===== config.mk =====
export PLATFORM = sky130hd
export DESIGN_NAME = binary_arithmetic_encoder_unit
export DESIGN_NICKNAME = d
export VERILOG_FILES = /design/src/hw/rtl/bae_pkg.sv /design/src/hw/rtl/bae_front.sv /design/src/hw/rtl/bae_queue.sv /design/src/hw/rtl/bae_back.sv /design/src/hw/rtl/binary_arithmetic_encoder_unit.sv
export SDC_FILE = /design/constraint.sdc
export NUM_CORES = 2
export LEC_CHECK = 0
export ABC_AREA = 1
export BUFFER_PORTS_ARGS = -buffer_cell sky130_fd_sc_hd__buf_2
export CAP_MARGIN = 25
export CORE_UTILIZATION = 50
export DETAILED_ROUTE_END_ITERATION = 8
export PLACE_DENSITY = 0.65
export REMOVE_ABC_BUFFERS = 1
export SLEW_MARGIN = 20
export SYNTH_ARGS = -nofsm -noshare
export SYNTH_HDL_FRONTEND = slang
export SYNTH_SLANG_ARGS = --single-unit

===== constraint.sdc =====
create_clock -name clk -period 8.1 [get_ports clk]
set_input_delay 0 -clock clk [delete_from_list [all_inputs] [get_ports clk]]
set_output_delay 0 -clock clk [all_outputs]
set_load 0.005 [all_outputs]

===== src/hw/rtl/bae_pkg.sv =====
// Shared types and constants for the binary arithmetic encoder.
// Used by the front, the command queue, the back and the top level.
package bae_pkg;

	// Operation codes carried on the operation input.
	localparam logic OP_ENCODE = 1'b0;
	localparam logic OP_FLUSH  = 1'b1;

	// Split weight is a 12-bit fraction.
	localparam int FRAC_BITS = 12;

	// Width of a byte count that can hold one to four bytes.
	localparam int COUNT_W = 3;

	// One queued command: up to four bytes, first byte in the top lane.
	typedef struct packed {
		logic [COUNT_W-1:0] count;
		logic [31:0]        bytes;
	} bae_entry_t;

endpackage


===== src/hw/rtl/bae_front.sv =====
// Front of the encoder: accepts items, keeps the coding interval and turns
// each item that emits bytes into a queued byte command. Depends on bae_pkg.
module bae_front (
	input  logic                clk,
	input  logic                arst_n,
	input  logic                in_valid,
	output logic                in_stall,
	input  logic                operation,
	input  logic [11:0]         probability,
	input  logic                bit_value,
	input  logic                q_full,
	output logic                q_push,
	output bae_pkg::bae_entry_t q_data
);
	import bae_pkg::*;

	logic [31:0] low_q;
	logic [31:0] high_q;
	logic [31:0] span_q;
	logic        busy_q;

	logic        op_s1;
	logic        bit_s1;
	logic [31:0] prod_hi_s1;
	logic [11:0] prod_lo_s1;

	logic        accept;
	logic [11:0] p_eff;
	logic [31:0] prod_hi;
	logic [23:0] prod_lo;
	logic [31:0] mid;
	logic [31:0] lo_n;
	logic [31:0] hi_n;
	logic [31:0] span_n;
	logic        eq3, eq2, eq1, eq0;
	logic [COUNT_W-1:0] n_bytes;
	logic [31:0] low_next;
	logic [31:0] high_next;
	logic [31:0] span_next;

	assign in_stall = busy_q | q_full;
	assign accept   = in_valid & ~in_stall;

	// A zero weight is used as one.
	assign p_eff   = (probability == 12'd0) ? 12'd1 : probability;
	assign prod_hi = {12'd0, span_q[31:FRAC_BITS]} * {20'd0, p_eff};
	assign prod_lo = {12'd0, span_q[FRAC_BITS-1:0]} * {12'd0, p_eff};

	// Arithmetic cycle: midpoint, narrowed interval and the run of shared top bytes.
	assign mid  = low_q + prod_hi_s1 + {20'd0, prod_lo_s1};
	assign lo_n = bit_s1 ? low_q : mid + 32'd1;
	assign hi_n = bit_s1 ? mid : high_q;
	assign span_n = bit_s1 ? (mid - low_q) : (high_q - mid - 32'd1);

	assign eq3 = lo_n[31:24] == hi_n[31:24];
	assign eq2 = lo_n[23:16] == hi_n[23:16];
	assign eq1 = lo_n[15:8]  == hi_n[15:8];
	assign eq0 = lo_n[7:0]   == hi_n[7:0];

	always_comb begin
		if (!eq3)
			n_bytes = COUNT_W'(0);
		else if (!eq2)
			n_bytes = COUNT_W'(1);
		else if (!eq1)
			n_bytes = COUNT_W'(2);
		else if (!eq0)
			n_bytes = COUNT_W'(3);
		else
			n_bytes = COUNT_W'(4);
	end

	// Shifting out n bytes fills high with ones; the span follows the same rule.
	always_comb begin
		case (n_bytes)
			COUNT_W'(0): begin
				low_next  = lo_n;
				high_next = hi_n;
				span_next = span_n;
			end
			COUNT_W'(1): begin
				low_next  = {lo_n[23:0], 8'h00};
				high_next = {hi_n[23:0], 8'hFF};
				span_next = {span_n[23:0], 8'hFF};
			end
			COUNT_W'(2): begin
				low_next  = {lo_n[15:0], 16'h0000};
				high_next = {hi_n[15:0], 16'hFFFF};
				span_next = {span_n[15:0], 16'hFFFF};
			end
			COUNT_W'(3): begin
				low_next  = {lo_n[7:0], 24'h000000};
				high_next = {hi_n[7:0], 24'hFFFFFF};
				span_next = {span_n[7:0], 24'hFFFFFF};
			end
			default: begin
				low_next  = 32'h00000000;
				high_next = 32'hFFFFFFFF;
				span_next = 32'hFFFFFFFF;
			end
		endcase
	end

	always_comb begin
		q_push = 1'b0;
		q_data = '0;
		if (busy_q) begin
			if (op_s1 == OP_FLUSH) begin
				q_push       = 1'b1;
				q_data.count = COUNT_W'(1);
				q_data.bytes = {low_q[31:24], 24'd0};
			end else begin
				q_push       = n_bytes != COUNT_W'(0);
				q_data.count = n_bytes;
				q_data.bytes = hi_n;
			end
		end
	end

	always_ff @(posedge clk or negedge arst_n) begin
		if (!arst_n) begin
			busy_q <= 1'b0;
			low_q  <= 32'h00000000;
			high_q <= 32'hFFFFFFFF;
			span_q <= 32'hFFFFFFFF;
		end else begin
			if (accept)
				busy_q <= 1'b1;
			else if (busy_q)
				busy_q <= 1'b0;
			if (busy_q && op_s1 == OP_ENCODE) begin
				low_q  <= low_next;
				high_q <= high_next;
				span_q <= span_next;
			end
		end
	end

	always_ff @(posedge clk) begin
		if (accept) begin
			op_s1      <= operation;
			bit_s1     <= bit_value;
			prod_hi_s1 <= prod_hi;
			prod_lo_s1 <= prod_lo[23:12];
		end
	end

	// The cached span always matches the interval bounds.
	a_span_tracks: assert property (@(posedge clk) disable iff (!arst_n)
		span_q == high_q - low_q)
		else $error("span register out of step with bounds");

	// Nothing is accepted while the arithmetic cycle is in progress.
	a_one_at_a_time: assert property (@(posedge clk) disable iff (!arst_n)
		busy_q |-> !accept)
		else $error("item accepted during arithmetic cycle");

endmodule


===== src/hw/rtl/bae_queue.sv =====
// Short command queue between the encoder front and the byte emitter.
// Depends on bae_pkg for the entry type.
module bae_queue #(
	parameter int DEPTH = 2
) (
	input  logic                clk,
	input  logic                arst_n,
	input  logic                push,
	input  bae_pkg::bae_entry_t push_data,
	input  logic                pop,
	output bae_pkg::bae_entry_t head,
	output logic                not_empty,
	output logic                full
);
	import bae_pkg::*;

	localparam int PW = (DEPTH > 1) ? $clog2(DEPTH) : 1;
	localparam int CW = $clog2(DEPTH + 1);

	bae_entry_t      entries_q [DEPTH];
	logic [PW-1:0]   wr_ptr_q;
	logic [PW-1:0]   rd_ptr_q;
	logic [CW-1:0]   count_q;

	assign head      = entries_q[rd_ptr_q];
	assign not_empty = count_q != CW'(0);
	assign full      = count_q == CW'(DEPTH);

	always_ff @(posedge clk or negedge arst_n) begin
		if (!arst_n) begin
			wr_ptr_q <= '0;
			rd_ptr_q <= '0;
			count_q  <= '0;
		end else begin
			if (push)
				wr_ptr_q <= (wr_ptr_q == PW'(DEPTH - 1)) ? '0 : wr_ptr_q + PW'(1);
			if (pop)
				rd_ptr_q <= (rd_ptr_q == PW'(DEPTH - 1)) ? '0 : rd_ptr_q + PW'(1);
			if (push && !pop)
				count_q <= count_q + CW'(1);
			else if (pop && !push)
				count_q <= count_q - CW'(1);
		end
	end

	always_ff @(posedge clk) begin
		if (push)
			entries_q[wr_ptr_q] <= push_data;
	end

	a_no_overflow: assert property (@(posedge clk) disable iff (!arst_n)
		push |-> (!full || pop))
		else $error("command queue overflow");

	a_no_underflow: assert property (@(posedge clk) disable iff (!arst_n)
		pop |-> not_empty)
		else $error("command queue underflow");

endmodule


===== src/hw/rtl/bae_back.sv =====
// Back of the encoder: walks queued commands and emits one byte per item,
// marking the final byte of each command. Depends on bae_pkg.
module bae_back (
	input  logic                clk,
	input  logic                arst_n,
	input  logic                q_valid,
	input  bae_pkg::bae_entry_t q_head,
	output logic                q_pop,
	output logic                out_valid,
	input  logic                out_stall,
	output logic [7:0]          out_byte,
	output logic                last
);
	import bae_pkg::*;

	logic [1:0] idx_q;
	logic       valid_q;
	logic [7:0] byte_q;
	logic       last_q;

	logic       load;
	logic       is_last;
	logic [7:0] sel_byte;

	assign load    = q_valid & (~valid_q | ~out_stall);
	assign is_last = {1'b0, idx_q} == (q_head.count - COUNT_W'(1));
	assign q_pop   = load & is_last;

	always_comb begin
		case (idx_q)
			2'd0:    sel_byte = q_head.bytes[31:24];
			2'd1:    sel_byte = q_head.bytes[23:16];
			2'd2:    sel_byte = q_head.bytes[15:8];
			default: sel_byte = q_head.bytes[7:0];
		endcase
	end

	always_ff @(posedge clk or negedge arst_n) begin
		if (!arst_n) begin
			valid_q <= 1'b0;
			idx_q   <= 2'd0;
		end else begin
			if (load) begin
				valid_q <= 1'b1;
				idx_q   <= is_last ? 2'd0 : idx_q + 2'd1;
			end else if (!out_stall) begin
				valid_q <= 1'b0;
			end
		end
	end

	always_ff @(posedge clk) begin
		if (load) begin
			byte_q <= sel_byte;
			last_q <= is_last;
		end
	end

	assign out_valid = valid_q;
	assign out_byte  = byte_q;
	assign last      = last_q;

endmodule


===== src/hw/rtl/binary_arithmetic_encoder_unit.sv =====
// Top level of the carry-less 32-bit binary arithmetic encoder.
// Instantiates bae_front, bae_queue and bae_back; depends on bae_pkg.
//
// The encoder keeps a 32-bit code interval and narrows it once per encode
// item, using the item's 12-bit probability (zero counts as one) to place
// the split point; a one bit keeps the lower part, a zero bit the upper.
// Every leading byte that the two bounds then share is emitted, up to four
// per item, and the last byte coming from an item is marked with last.
// A flush item emits the top byte of the low bound, marked last, and does
// not change the interval. The front works on one item at a time: it
// registers the two partial products of span and probability, then in
// its arithmetic cycle adds them to the low bound, narrows the interval
// and writes a byte command into a short queue. The back drains that
// queue at one output byte per cycle unless stalled, so an item that
// emits several bytes keeps the output busy while the front goes on with
// later items; the input stalls only while the front is busy or the
// queue is full. An encode item that emits no byte produces no output
// item at all. After reset the interval is the full 32-bit range.
module binary_arithmetic_encoder_unit #(
	parameter int QUEUE_DEPTH = 2
) (
	input  logic        clk,
	input  logic        arst_n,
	input  logic        in_valid,
	output logic        in_stall,
	input  logic        operation,
	input  logic [11:0] probability,
	input  logic        bit_value,
	output logic        out_valid,
	input  logic        out_stall,
	output logic [7:0]  out_byte,
	output logic        last
);
	import bae_pkg::*;

	// Front to queue.
	logic       q_push;
	bae_entry_t q_push_data;
	logic       q_full;

	// Queue to back.
	bae_entry_t q_head;
	logic       q_not_empty;
	logic       q_pop;

	bae_front u_front (
		.clk         (clk),
		.arst_n      (arst_n),
		.in_valid    (in_valid),
		.in_stall    (in_stall),
		.operation   (operation),
		.probability (probability),
		.bit_value   (bit_value),
		.q_full      (q_full),
		.q_push      (q_push),
		.q_data      (q_push_data)
	);

	// Holds byte commands while the output side is stalled.
	bae_queue #(
		.DEPTH (QUEUE_DEPTH)
	) u_queue (
		.clk       (clk),
		.arst_n    (arst_n),
		.push      (q_push),
		.push_data (q_push_data),
		.pop       (q_pop),
		.head      (q_head),
		.not_empty (q_not_empty),
		.full      (q_full)
	);

	bae_back u_back (
		.clk       (clk),
		.arst_n    (arst_n),
		.q_valid   (q_not_empty),
		.q_head    (q_head),
		.q_pop     (q_pop),
		.out_valid (out_valid),
		.out_stall (out_stall),
		.out_byte  (out_byte),
		.last      (last)
	);

endmodule

==> summary.md <==
| Metric | Value |
|---|---|
| Outcome | completed |
| Max-slew headroom | 35.89% |
| Synthesized flop and latch total | 229 |
| Hold_sp | in_valid |
| Initial antenna violation count | 3 |
| Clk_lat worst skew | roughly 0.62 ns |
| Placement Rows | 90 |
| Top FF cell, synth | edfxtp_1 |
| Worst path max stage delay | about 0.72 ns |
| Syn Area/Cell | 7.170 sq um |
| CTS tree | built |
| First-pass GRT wire length | 155.7 mm |
| Clk sinks | 229 |
| Asr flop ratio synth | a little under half |
| Most used routing layer | met2 |
| RSZ-0062 raised after global routing | false |
| Synth warnings | 0 |
| Commonest cells post-synth | 1249 x nand2_1, 837 x inv_1, 294 x fa_1 |
| Port Buf Inserts | 28 |
| Sum Neg Setup Slack | 0 ns |
| Post-route clock period utilization | 83.12% |
| Final setup vio count | 0 |
| Slew @ Worst Pin | between 0.9 and 1 ns |
| Max-Cap Viols | 0 |
| I/O Pins | 29 |
| Die area | between 60000 and 70000 sq um |
| Routed vias | 28170 |
| Clock Skews | around 0.055 ns |
| Met2 Usage GRT | 49.97% |
| Share of layout cells above drive strength 1 | 6.476% |
| Post-Syn Area | approximately 31000 sq um |
| CP required | roughly 8.4 ns |
| Vias in the first global route | ~27000 |
| Most common cell in the netlist | nand2_1 |
| Worst hold stages | 4 |
| Final nets | 4830 |
| DR WL/cell | about 20 um |
| Num CTS Buffers | 28 |
| DRT Wirelength | 100.0 mm |
| Post-synth EDFFs | 125 |
| Starting Density | 51.04% |
| Fin. Hold Viols | 0 |
| Grt total ovfl | 0 |
| GP Congestion | 1.059 |
| Root buffer cell | clkbuf_16 |
| DIE WIDTH | ~250 um |
| Cells after Synth | 4329 |
| GR Util met1 | between 40% and 50% |
| CP arrival | 7.06 ns |
| HP Class | input port to flip-flop |
| Met3 Usage GRT | 5.301% |
| Largest net degree at the start of global routing | just under 70 |
| Max Clk Rate | between 0.1 and 0.15 GHz |
| Antenna-violating nets left | 0 |
| Die Ht | around 250 um |
| Reg clk slew, reported paths | 0.06 ns |
| Critical-path top delay cell | nor4_1 |
| Launch point of the worst reg-to-reg path | u_front.span_q[19] |
| Min-Delay Endpoint | u_front.busy_q |
| Reg2Reg Setup Slack | 1.51 ns |
| FF-to-FF End | u_front.prod_hi_s1[31] |
| Worst Path Max Fanout | 28 |
| Worst reg2reg path depth | 23 |
| Min cycle time layout | 6.733 ns |
| Top post-synthesis cells by area | fa_1 19%, nand2_1 15%, edfxtp_1 12%, inv_1 10%, ha_1 10% |
| Synth unique cells | 57 |
| Final Max Slew Viols | 0 |
| 1st-iter DRT viols | 2630 |
| Clk buf depth | 3 |
| Register area share after synthesis | 20.74% |
| Synth area leader | fa_1 |
| Share of the synthesized area in the top cell type | about a fifth |
| Core Region | 60810 sq um |
| Setup Crit Path Kind | input port to flip-flop |
| Vias per cell | 5.549 |
| DRC viols | 0 |
| CP endpoint kind | flip-flop |
| Dpl hpwl | just under 80 mm |
| Tot GR Track Use | approximately a third |
| Layout Area Growth over Synthesis | 5.942% |
| CP Launch Type | input port |
| First drt pass iteration count | 6 |
| H-tree depth | 1 |
worst max path at each step:
stage,slack [ns],startpoint,to,depth (start not counted)
6_report,1.37,probability[10],u_front.prod_hi_s1[31],28
5_1_grt,0.84,probability[10],u_front.prod_hi_s1[31],29
3_5_place_dp,0.70,probability[10],u_front.prod_hi_s1[31],28
2_1_floorplan,0.51,u_front.bit_s1,u_front.low_q[28],14
4_1_cts,1.26,probability[10],u_front.prod_hi_s1[31],28
3_3_place_gp,0.93,probability[10],u_front.prod_hi_s1[31],29
state kept, by name (all words and copies together), names as in the netlist, 2 cells and up:
register            flops
u_queue.entries_q      70
u_front.high_q         32
u_front.low_q          32
u_front.prod_hi_s1     32
u_front.span_q         32
u_front.prod_lo_s1     12
u_back.out_byte         8
u_back.idx_q            2
u_queue.count_q         2
worst max-delay path, delay by kind of cell:
kind,cells,cell delay [ns]
and+or+nand+nor,6,1.18
adders and majority gates,5,2.38
AOI/OAI and AO/OA,11,2.71
buffers and inverters,6,0.79
per-stage QoR:
stage | hold slack [ns] | instances | worst slack (ns) | area (sq um) | utilization, %
4_1_cts | 0.03744 | 5072 | 1.260 | 32830 | 54.00
6_report | 0.03822 | 5076 | 1.367 | 32880 | 54.07
5_1_grt | 0.08533 | 5075 | 0.8396 | 32880 | 54.07
3_5_place_dp | 0.05644 | 5014 | 0.7031 | 31790 | 52.28
2_1_floorplan | -0.2956 | 4171 | 0.5145 | 30380 | -
3_3_place_gp | 0.05226 | 5014 | 0.9339 | 31790 | 52.28
what timing repair did:
item,in CTS,in global routing
resized for setup,0,0
hold buffers,6,0
endpoints found under the hold margin,45,0
buffers inserted,0,0
placed cells by master, fill, tap and decap left out, drive strengths merged, types with 9 or more instances in the layout:
cell       n
nor4      10
edfxtp   125
ha       247
nand4     27
o21bai    10
buf       64
nor3      27
fa       294
dfrtp     40
xor2      55
xnor2     21
inv      852
a21boi     9
o21ai    239
nor2     300
or2        9
clkbuf    37
clkinv     9
a22oi     21
a31oi     19
o22ai     23
dfstp     64
a21oi    205
o211ai    10
nand2   1278
nand3    241
final cells by class:
cell class,count,area (sq um)
diodes,1,2.502
clock buffers,37,764.5
clock inverters,15,220.2
fillers,6009,27930
inverters,851,3194
multi-input cells,3091,20780
flip-flops and latches,229,6436
well taps,782,978.4
repair buffers,70,508.0
routing by layer:
metal | up-vias | wire, um
met5 | - | 10
met4 | 2 | 3724
met3 | 194 | 9498
met2 | 1239 | 43480
met1 | 13380 | 43290
li1 | 13350 | -
logic make-up after synthesis:
family	Yosys count	share of synthesized area (%)
flops	229	20.74
compound gates	560	9.852
mux	4	0.1290
buf+inv	1009	12.42
fa+ha+maj	541	28.92
simple gates	1910	25.79
xor+xnor	76	2.145
Power is not shown: default switching activity piles up to over one toggle a cycle in this logic, so the estimate is an artifact.
